--- src/rtl/fqla_pkg.sv ---
`timescale 1ns / 1ps

package fqla_pkg;

	// Queue geometry (depth must be a power of two so slot indexes wrap)
	localparam int QUEUE_DEPTH = 16;
	localparam int ID_WIDTH    = 8;
	localparam int IDX_W       = $clog2(QUEUE_DEPTH);
	localparam int CNT_W       = $clog2(QUEUE_DEPTH + 1);

	// Fixed field widths of the channels
	localparam int CMD_W    = 2;
	localparam int REQID_W  = 8;
	localparam int STATUS_W = 2;
	localparam int QCOUNT_W = 5;

	typedef enum logic [CMD_W-1:0] {
		CMD_ACQUIRE = 2'd0,
		CMD_TRY     = 2'd1,
		CMD_RELEASE = 2'd2,
		CMD_QUERY   = 2'd3
	} cmd_t;

	typedef enum logic [STATUS_W-1:0] {
		STS_OK        = 2'd0,
		STS_NOT_OWNER = 2'd1,
		STS_FULL      = 2'd2
	} status_t;

	typedef enum logic [1:0] {
		ST_IDLE,
		ST_SCAN,
		ST_DONE
	} state_t;

endpackage

--- src/rtl/fqla_req_if.sv ---
`timescale 1ns / 1ps

interface fqla_req_if;
	logic                         valid;
	logic                         ready;
	logic [fqla_pkg::CMD_W-1:0]   cmd;
	logic [fqla_pkg::REQID_W-1:0] requester_id;

	modport source (output valid, cmd, requester_id, input ready);
	modport sink (input valid, cmd, requester_id, output ready);
endinterface

--- src/rtl/fqla_rsp_if.sv ---
`timescale 1ns / 1ps

interface fqla_rsp_if;
	logic                          valid;
	logic                          ready;
	logic                          granted;
	logic [fqla_pkg::STATUS_W-1:0] status;
	logic [fqla_pkg::QCOUNT_W-1:0] queue_count;

	modport source (output valid, granted, status, queue_count, input ready);
	modport sink (input valid, granted, status, queue_count, output ready);
endinterface

--- src/rtl/fqla_queue.sv ---
`timescale 1ns / 1ps

// Wait-queue storage: one write port, one registered read port
module fqla_queue (
	input  logic                          clk,
	input  logic                          we,
	input  logic [fqla_pkg::IDX_W-1:0]    waddr,
	input  logic [fqla_pkg::ID_WIDTH-1:0] wdata,
	input  logic [fqla_pkg::IDX_W-1:0]    raddr,
	output logic [fqla_pkg::ID_WIDTH-1:0] rdata
);
	import fqla_pkg::*;

	logic [ID_WIDTH-1:0] mem [QUEUE_DEPTH];
	logic [ID_WIDTH-1:0] rdata_q;

	always_ff @(posedge clk) begin
		if (we) begin
			mem[waddr] <= wdata;
		end
		rdata_q <= mem[raddr];
	end

	assign rdata = rdata_q;

endmodule

--- src/rtl/fifo_queued_lock_arbiter.sv ---
`timescale 1ns / 1ps

// Sequence: accept, then a scan of n queued ids (all for acquire, at most the head
// for the other commands; an empty queue needs no scan), then the result is
// registered in ST_DONE once the response slot is free.
// Throughput: one transaction at a time; the next is accepted once the result is
// registered. The single compare walks the queue one entry per cycle.
// Reset: arst_n clears head, count and handshake state; queue entries are not cleared.
module fifo_queued_lock_arbiter (
	input  logic clk,
	input  logic arst_n,
	fqla_req_if.sink   req,
	fqla_rsp_if.source rsp
);
	import fqla_pkg::*;

	state_t               state_q, state_nx;
	logic [IDX_W-1:0]     head_q;
	logic [CNT_W-1:0]     count_q;
	logic [CNT_W-1:0]     k_q;
	logic [CNT_W-1:0]     limit_q;
	logic                 pend_q;
	logic                 pend_head_q;
	logic                 found_q;
	logic                 head_hit_q;
	logic                 rsp_valid_q;
	cmd_t                 cmd_q;
	logic [ID_WIDTH-1:0]  id_q;
	logic                 granted_q;
	status_t              status_q;
	logic [CNT_W-1:0]     qcount_q;

	logic                 accept;
	logic                 issue;
	logic                 scan_end;
	logic                 out_free;
	logic                 commit;
	logic                 match;
	logic [IDX_W-1:0]     raddr;
	logic [ID_WIDTH-1:0]  rdata;
	logic                 push;
	logic                 pop;
	logic                 res_granted;
	status_t              res_status;
	logic [CNT_W-1:0]     res_count;
	cmd_t                 in_cmd;

	// Queue memory
	fqla_queue u_queue (
		.clk   (clk),
		.we    (commit && push),
		.waddr (head_q + count_q[IDX_W-1:0]),
		.wdata (id_q),
		.raddr (raddr),
		.rdata (rdata)
	);

	assign in_cmd   = cmd_t'(req.cmd);
	assign accept   = req.valid && req.ready;
	assign out_free = !rsp_valid_q || rsp.ready;
	assign raddr    = head_q + k_q[IDX_W-1:0];
	assign match    = pend_q && (rdata == id_q);
	assign scan_end = !pend_q && (k_q >= limit_q);

	// Next state
	always_comb begin
		state_nx = state_q;
		case (state_q)
			ST_IDLE: if (accept) state_nx = ST_SCAN;
			ST_SCAN: if (scan_end) state_nx = ST_DONE;
			ST_DONE: if (out_free) state_nx = ST_IDLE;
			default: state_nx = ST_IDLE;
		endcase
	end

	// Sequencer outputs
	always_comb begin
		req.ready = 1'b0;
		issue     = 1'b0;
		commit    = 1'b0;
		case (state_q)
			ST_IDLE: req.ready = 1'b1;
			ST_SCAN: issue = (k_q < limit_q);
			ST_DONE: commit = out_free;
			default: ;
		endcase
	end

	// Command outcome from the scan flags
	always_comb begin
		push        = 1'b0;
		pop         = 1'b0;
		res_granted = 1'b0;
		res_status  = STS_OK;
		case (cmd_q)
			CMD_ACQUIRE: begin
				if (found_q) begin
					res_granted = head_hit_q;
				end else if (count_q >= CNT_W'(QUEUE_DEPTH)) begin
					res_status = STS_FULL;
				end else begin
					push        = 1'b1;
					res_granted = (count_q == '0);
				end
			end
			CMD_TRY: begin
				if (count_q == '0) begin
					push        = 1'b1;
					res_granted = 1'b1;
				end else begin
					res_granted = head_hit_q;
				end
			end
			CMD_RELEASE: begin
				if (head_hit_q) begin
					pop = 1'b1;
				end else begin
					res_status = STS_NOT_OWNER;
				end
			end
			CMD_QUERY: res_granted = head_hit_q;
			default: ;
		endcase
		res_count = count_q + CNT_W'(push) - CNT_W'(pop);
	end

	// Control registers
	always_ff @(posedge clk or negedge arst_n) begin
		if (!arst_n) begin
			state_q     <= ST_IDLE;
			head_q      <= '0;
			count_q     <= '0;
			k_q         <= '0;
			limit_q     <= '0;
			pend_q      <= 1'b0;
			pend_head_q <= 1'b0;
			found_q     <= 1'b0;
			head_hit_q  <= 1'b0;
			rsp_valid_q <= 1'b0;
		end else begin
			state_q <= state_nx;
			if (accept) begin
				// acquire scans the whole queue, the rest only the head
				k_q        <= '0;
				limit_q    <= (in_cmd == CMD_ACQUIRE) ? count_q :
				              ((count_q != '0) ? CNT_W'(1) : '0);
				found_q    <= 1'b0;
				head_hit_q <= 1'b0;
				pend_q     <= 1'b0;
			end else if (state_q == ST_SCAN) begin
				if (match) begin
					found_q <= 1'b1;
				end
				if (match && pend_head_q) begin
					head_hit_q <= 1'b1;
				end
				pend_q      <= issue;
				pend_head_q <= issue && (k_q == '0);
				if (issue) begin
					k_q <= k_q + CNT_W'(1);
				end
			end
			if (commit) begin
				count_q <= res_count;
				if (pop) begin
					head_q <= head_q + IDX_W'(1);
				end
			end
			if (commit) begin
				rsp_valid_q <= 1'b1;
			end else if (rsp.ready) begin
				rsp_valid_q <= 1'b0;
			end
		end
	end

	// Payload registers
	always_ff @(posedge clk) begin
		if (accept) begin
			cmd_q <= in_cmd;
			id_q  <= req.requester_id[ID_WIDTH-1:0];
		end
		if (commit) begin
			granted_q <= res_granted;
			status_q  <= res_status;
			qcount_q  <= res_count;
		end
	end

	assign rsp.valid       = rsp_valid_q;
	assign rsp.granted     = granted_q;
	assign rsp.status      = status_q;
	assign rsp.queue_count = QCOUNT_W'(qcount_q);

	// Checks
	a_count_range: assert property (@(posedge clk) disable iff (!arst_n)
		count_q <= CNT_W'(QUEUE_DEPTH))
		else $error("queue count above depth");

	a_pop_nonempty: assert property (@(posedge clk) disable iff (!arst_n)
		(commit && pop) |-> (count_q != '0) && !push)
		else $error("pop from empty queue");

	a_count_step: assert property (@(posedge clk) disable iff (!arst_n)
		!commit |=> $stable(count_q))
		else $error("queue count changed outside commit");

	a_accept_scan: assert property (@(posedge clk) disable iff (!arst_n)
		accept |=> (state_q == ST_SCAN) && (k_q == '0))
		else $error("scan did not start after accept");

endmodule
--- src/flat_wrapper.sv ---
// flat-port wrapper written by rule: the top's interface ports become plain ports
module fifo_queued_lock_arbiter_flat import fqla_pkg::*;
  (clk, arst_n, req_valid, req_cmd, req_requester_id, req_ready, rsp_valid, rsp_granted, rsp_status, rsp_queue_count, rsp_ready);
  fqla_req_if req_i ();
  fqla_rsp_if rsp_i ();
  input  logic clk;
  input  logic arst_n;
  input wire logic [$bits(req_i.valid)-1:0] req_valid;
  input wire logic [$bits(req_i.cmd)-1:0] req_cmd;
  input wire logic [$bits(req_i.requester_id)-1:0] req_requester_id;
  output wire logic [$bits(req_i.ready)-1:0] req_ready;
  output wire logic [$bits(rsp_i.valid)-1:0] rsp_valid;
  output wire logic [$bits(rsp_i.granted)-1:0] rsp_granted;
  output wire logic [$bits(rsp_i.status)-1:0] rsp_status;
  output wire logic [$bits(rsp_i.queue_count)-1:0] rsp_queue_count;
  input wire logic [$bits(rsp_i.ready)-1:0] rsp_ready;
  assign req_i.valid = req_valid;
  assign req_i.cmd = req_cmd;
  assign req_i.requester_id = req_requester_id;
  assign req_ready = req_i.ready;
  assign rsp_valid = rsp_i.valid;
  assign rsp_granted = rsp_i.granted;
  assign rsp_status = rsp_i.status;
  assign rsp_queue_count = rsp_i.queue_count;
  assign rsp_i.ready = rsp_ready;
  fifo_queued_lock_arbiter u_core (.clk(clk), .arst_n(arst_n), .req(req_i), .rsp(rsp_i));
endmodule
--- config.mk ---
export PLATFORM = sky130hd
export DESIGN_NAME = fifo_queued_lock_arbiter_flat
export DESIGN_NICKNAME = d
export VERILOG_FILES = /design/src/rtl/fqla_pkg.sv /design/src/rtl/fqla_req_if.sv /design/src/rtl/fqla_rsp_if.sv /design/src/rtl/fqla_queue.sv /design/src/rtl/fifo_queued_lock_arbiter.sv /design/src/flat_wrapper.sv
export SDC_FILE = /design/constraint.sdc
export NUM_CORES = 1
export LEC_CHECK = 0
export BUFFER_PORTS_ARGS = -buffer_cell sky130_fd_sc_hd__buf_2
export CORE_UTILIZATION = 55
export CTS_CLUSTER_SIZE = 28
export DETAILED_ROUTE_END_ITERATION = 12
export GPL_TIMING_DRIVEN = 0
export HOLD_SLACK_MARGIN = 0.02
export PLACE_DENSITY = 0.71
export SETUP_SLACK_MARGIN = 0.4
export SYNTH_ARGS = -nofsm -noshare
export SYNTH_HDL_FRONTEND = slang
export SYNTH_SLANG_ARGS = --single-unit
--- constraint.sdc ---
create_clock -name clk -period 2.6 [get_ports clk]
set_input_delay 0.39 -clock clk [delete_from_list [all_inputs] [get_ports clk]]
set_output_delay 0.39 -clock clk [all_outputs]
set_load 0.01 [all_outputs]
# == After elaboration in Yosys (flattened, before gate mapping) ==
# Memories as Yosys holds them, arrays and structs flattened. A register that Yosys moved wholly into a read port is not among the register bits.
# Cells that the tools add are included.
# totals
output_inout_bits,10
wordCells,99
input_bits,14
ram_bits,128
regBits,44
mem_count,1
# classes
n_addsub,6
eq_ne,9
bitwise,1
n_lt_le_gt_ge,3
muxes,38
reduce_logical,26
# memory_table
memory,words,word_bits,rd,rd_ports_with_merged_regs,write_ports,line,text
u_core.u_queue.mem,16,8,1,1,1,fqla_queue.sv:14,logic [ID_WIDTH-1:0] mem [QUEUE_DEPTH];
# op_table
cell,n
$mux W1,25
$mux W5,4
$logic_not A5 Y1,2
$mux W2,5
$reduce_and A2 Y1,5
$reduce_bool A2 Y1,5
$add A4 B4 Y4,2
$eq A8 B8 Y1,1
$eq A2 B2 Y1 const B,3
$logic_and A1 B1 Y1,6
$logic_not A2 Y1,3
$ne A2 B1 Y1 const B,3
$pmux W2 S3,1
$add A5 B1 Y5,1
$add A5 B1 Y5 const B,1
$ge A5 B5 Y1,1
$ge A5 B5 Y1 const B,1
$lt A5 B5 Y1,1
$reduce_bool A5 Y1,1
$sub A5 B1 Y5,1
$add A4 B1 Y4 const B,1
$eq A2 B1 Y1 const B,2
$pmux W2 S2,1
$pmux W1 S3,1
5 further kinds,6

# == Logic depth before layout (Yosys ltp) ==
# depth
word_depth,7
depth_mapped,12

# == Modules after synthesis ==
# Synthesis repeated with hierarchy kept, for this count alone.
# hier_totals
cells_unflattened,440
area_unflattened_um2,7579.8
# modules_own_cells
mod,cells_per_inst,area_per_inst_um2,instances
fqla_queue,229,5147.4,1
fifo_queued_lock_arbiter,211,2432.3,1

# == Worst setup path after synthesis ==
# No wires, ideal clock.
# synth_timing
path_kind,reg-to-reg
from,register u_core.count_q[3]
to,register u_core.count_q[4]
period_less_slack_ps,2421
stages_incl_launch_ff,13
required_ps,2475
setup_slack_ps,179
setup_time_ps,125
arrival_time_ps,2296
cell_sequence,dfrtp_1 inv_1 ha_1 a31oi_1 nor3_1 ha_1 inv_1 fa_1 inv_1 a21oi_1 o21bai_1 xnor2_1 mux2_2
# synth_between
elab_chain_len,6
elab_cells_between_ends,8
cone_classes,add/sub (2); order compare (1); mux (4); reduce/logical (1)
# synth_rtl
element,line,text
start: declaration,fifo_queued_lock_arbiter.sv:19,logic [CNT_W-1:0] count_q;
start signal: assignment,fifo_queued_lock_arbiter.sv:164,count_q <= res_count;
$ge A5 B5 Y1,fifo_queued_lock_arbiter.sv:99,end else if (count_q >= CNT_W'(QUEUE_DEPTH)) begin
$mux W1,fifo_queued_lock_arbiter.sv:99,
$mux W1,fifo_queued_lock_arbiter.sv:97,if (found_q) begin
$pmux W1 S2,fifo_queued_lock_arbiter.sv:95,case (cmd_q)
$add A5 B1 Y5 (*),fifo_queued_lock_arbiter.sv:124,res_count = count_q + CNT_W'(push) - CNT_W'(pop);
$sub A5 B1 Y5 (*),fifo_queued_lock_arbiter.sv:124,
net u_core.res_count[4],fifo_queued_lock_arbiter.sv:45,logic [CNT_W-1:0] res_count;
# The timed path passes the listed nets; every way through them passes the cells marked *.
# A chain may end at the register's enable or synchronous reset.

# == Final worst setup path ==
# layout_timing
from,register u_core.cmd_q[0]
to,register u_core.count_q[4]
# layout_between
elab_chain_len,4
elab_cells_between_ends,7
cone_classes,add/sub (2); eq/ne (2); mux (2); reduce/logical (1)
# layout_rtl
element,line,text
start: declaration,fifo_queued_lock_arbiter.sv:27,cmd_t cmd_q;
start signal: assignment,fifo_queued_lock_arbiter.sv:180,cmd_q <= in_cmd;
$eq A2 B1 Y1 / $logic_not A2 Y1 (equally long branches),fifo_queued_lock_arbiter.sv:95,
$pmux W1 S2,fifo_queued_lock_arbiter.sv:95,
$add A5 B1 Y5,fifo_queued_lock_arbiter.sv:124,
$sub A5 B1 Y5 (*),fifo_queued_lock_arbiter.sv:124,
net u_core.res_count[4],fifo_queued_lock_arbiter.sv:45,
# Marks and branches as above.

==> impl_metrics.json <==
{
  "grt-ovfl-total": 0,
  "maxSlewViolCount": 0,
  "path_max_fanout": 6,
  "vdd_drop_max_uv": 750,
  "p_per_area_nw_per_um2": 1170,
  "syn_inst": 447,
  "yosys_warnings": 0,
  "synth_flop_cell": "edfxtp_1",
  "ys_top_cells_by_area": "edfxtp_1 (59%), mux4_2 (9.6%), dfrtp_1 (8.7%)",
  "worstPathRequired_ps": 2920,
  "grtUsageTotal": 0.250,
  "clock_path_buffers": 2,
  "clkPwrFrac": 0.225,
  "syn_nets": 484,
  "power.total_mw": 11.2,
  "power.internal_mw": 7.45,
  "start_util": 0.565,
  "hold_class": "primary input to register",
  "fin_crit_ps": 2360,
  "start_kind": "register",
  "drc": 0,
  "fin_crit_sh": 0.909,
  "antenna_found_initial": 0,
  "comb_power_share": 0.427,
  "grt_max_degree": 27,
  "grt_pass1_wl_microns": 25200,
  "ant_nets": 0,
  "vias": 4249,
  "post-route-util": 0.717,
  "drt_first_pass_iters": 4,
  "dp_hpwl_microns": 9710,
  "ys_ff_latch": 180,
  "fmax_mhz": 423,
  "cts_root_buffer": "clkbuf_16",
  "seq_area_frac_synth": 0.695,
  "setup_violations": 0,
  "relSlewSlack": 0.553,
  "status": "completed",
  "hold_slack_ps": 128,
  "maxCapViolCount": 0,
  "p_seq_frac": 0.348,
  "cts_sinks": 180,
  "area_delta_synth_final_pct": 27.1,
  "switchingPower_mw": 3.70,
  "critPathKind": "register to register",
  "numCtsBuffers": 17,
  "vias_per_cell": 5.87,
  "clk_pin_slew_ps": 60,
  "wl_per_cell_microns": 22.5,
  "p_leak_nw": 3.36,
  "die_x_microns": 119,
  "rsz0062_at_grt": "yes",
  "cts_tree": "done",
  "core_area_sq_um": 13200,
  "drive_gt1_frac": 0.380,
  "synth-edff-count": 146,
  "grt_pass1_vias": 4551,
  "io_buffers": 23,
  "clkLatencyLatePin_ps": 440,
  "reg2reg_slack_ps": 240,
  "p_sw_frac": 0.332,
  "skew_ps": 6.84,
  "die_h_microns": 119,
  "hold_violations": 0,
  "endpoint_kind": "register",
  "first_iter_violations": 319,
  "cts-htree-levels": 4,
  "die_area_sq_um": 14100,
  "ys_async_sr_fraction": 0.144,
  "antenna_cells": 0,
  "fill_cells": 817,
  "rows": 42,
  "synth_top_area_frac": 0.586,
  "arrival_ps": 2680,
  "fin_tns_setup_ps": 0,
  "io_pins": 24,
  "drt-total-wl_microns": 16300,
  "fin_nets": 572,
  "synth_area_sq_um": 7480,
  "gp_congestion": 0.798,
  "tightest_slew_ps": 670,
  "yosysTopAreaCell": "edfxtp_1",
  "avgSynthCellArea_sq_um": 16.7,
  "synthDistinctLibCells": 48
}
## cell usage after synthesis (2+ instances only)
| cell type | number |
|---|---|
| xor2_1 | 15 |
| nor2_1 | 31 |
| dfrtp_1 | 26 |
| nand2b_1 | 2 |
| dfxtp_1 | 8 |
| mux2i_1 | 8 |
| fa_1 | 3 |
| nor2b_1 | 11 |
| nand2_1 | 17 |
| ha_1 | 20 |
| nand3b_1 | 3 |
| nand3_1 | 15 |
| a21oi_1 | 17 |
| xnor2_1 | 10 |
| o21ai_1 | 6 |
| inv_1 | 18 |
| edfxtp_1 | 146 |
| mux4_2 | 32 |
| nor3_1 | 2 |
| a211oi_1 | 8 |
| a21o_1 | 6 |
| o21ai_0 | 9 |
| clkbuf_1 | 4 |
| buf_2 | 6 |
## final timing paths
path / from / endpoint / depth (start not counted)
max in group asynchronous: arst_n / u_core.head_q[0]$_DFFE_PN0P_ / 2
min in group asynchronous: arst_n / u_core.rsp.valid$_DFFE_PN0P_ / 2
worst min register to register: u_core.limit_q[0]$_DFFE_PN0P_ / u_core.limit_q[0]$_DFFE_PN0P_ / 2
worst max register to register: u_core.cmd_q[0]$_DFFE_PP_ / u_core.count_q[4]$_DFFE_PN0P_ / 11
worst min-delay path: req_requester_id[3] / u_core.id_q[3]$_DFFE_PP_ / 1
worst max-delay path: u_core.cmd_q[0]$_DFFE_PP_ / u_core.count_q[4]$_DFFE_PN0P_ / 11
## area by class of cell
type | instances | area [sq um] | share of cell area
buffer | 11 | 140 | 0.0148
inverter | 19 | 71.3 | 0.00751
tap | 176 | 220 | 0.0232
clock inverter | 9 | 104 | 0.0109
sequential | 180 | 5200 | 0.548
multi-input combinational | 236 | 2570 | 0.270
clock buffer | 23 | 468 | 0.0493
timing repair buffer | 70 | 724 | 0.0763
## registers in the layout, summed over array words and instances, names as in the netlist
| name | count |
|---|---|
| u_core.u_queue.rdata | 8 |
| u_core.cmd_q | 2 |
| u_core.limit_q | 5 |
| u_core.count_q | 5 |
| u_core.state_q | 2 |
| u_core.head_hit_q | 1 |
| u_core.rsp.status | 2 |
| u_core.rsp.granted | 1 |
| u_core.k_q | 5 |
| u_core.rsp.queue_count | 5 |
| u_core.pend_head_q | 1 |
| u_core.found_q | 1 |
| u_core.u_queue.mem | 128 |
| u_core.id_q | 8 |
| u_core.rsp.valid | 1 |
| u_core.head_q | 4 |
| u_core.pend_q | 1 |
## routing by layer
layer,global-route usage,vias to the layer above,wire [microns]
li1,-,1891,-
met1,0.300,2224,6530
met2,0.428,98,8660
met3,0.0531,36,554
met4,0.126,0,524
met5,0,-,0
## cell families (layout without fill, tap and decap cells)
family                     count (synthesis)  after routing  synth area share
adders and majority gates                 23             23            0.0415
buffers and inverters                     31            132            0.0181
DFF                                      180            180             0.695
xor gates and xnor gates                  25             25            0.0293
and+or+nand+nor                           94             94            0.0631
muxes                                     41             41             0.109
AOI/OAI and AO/OA                         53             53            0.0447
## worst max-delay path, stage by stage (launching register included)
cell and delay [ps]:
edfxtp_1 470, and3b_1 280, ha_1 230, inv_1 60, ha_2 180, inv_2 40
fa_2 340, inv_2 60, a21oi_2 40, o21bai_1 160, xnor2_1 120, mux2_4 270
## cell usage in the layout, fill, tap and decap left out, types with 3 or more instances in the layout
cell type  count
inv_2          6
nand3_1       11
dfrtp_2        8
mux2i_1        8
dfrtp_1       18
inv_1         13
a211oi_2       6
o21ai_0        9
a21o_1         6
clkbuf_1       4
xor2_1        13
nand3_4        4
xnor2_1        6
ha_4           5
nor2_4        16
fa_2           3
buf_12        17
nand2_1       15
buf_2         23
edfxtp_1     146
buf_6          7
o21ai_1        6
nor2b_1        9
ha_1          14
dfxtp_1        8
nand3b_1       3
nor2_1        14
mux4_2        32
buf_4         26
a21oi_1       15
clkbuf_16     18
## power by group through the flow
stage	Sequential (mW)	Clock, mW	Combinational (mW)
CTS	3.87	2.51	4.52
detailed placement	3.95	0	3.36
floorplan	3.85	0	2.58
global placement	3.93	0	3.29
global route	3.91	2.62	5.12
finish	3.88	2.51	4.76
## through the flow
| step | setup WS (ps) | area [sq um] | instances |
|---|---|---|---|
| CTS | 228 | 9380 | 719 |
| global route | 107 | 9500 | 724 |
| finish | 237 | 9500 | 724 |
| detailed placement | -236 | 7860 | 646 |
| floorplan | 306 | 7520 | 447 |
| global placement | -117 | 7860 | 646 |
## timing repair
item,in CTS,in global routing
hold endpoints to repair,26,0
pin swaps,46,18
resized for setup,97,17
hold buffers,1,0
cloned,2,0
endpoints found under the setup margin,148,141
buffers inserted,39,5
Power figures use the tool's default switching activity.
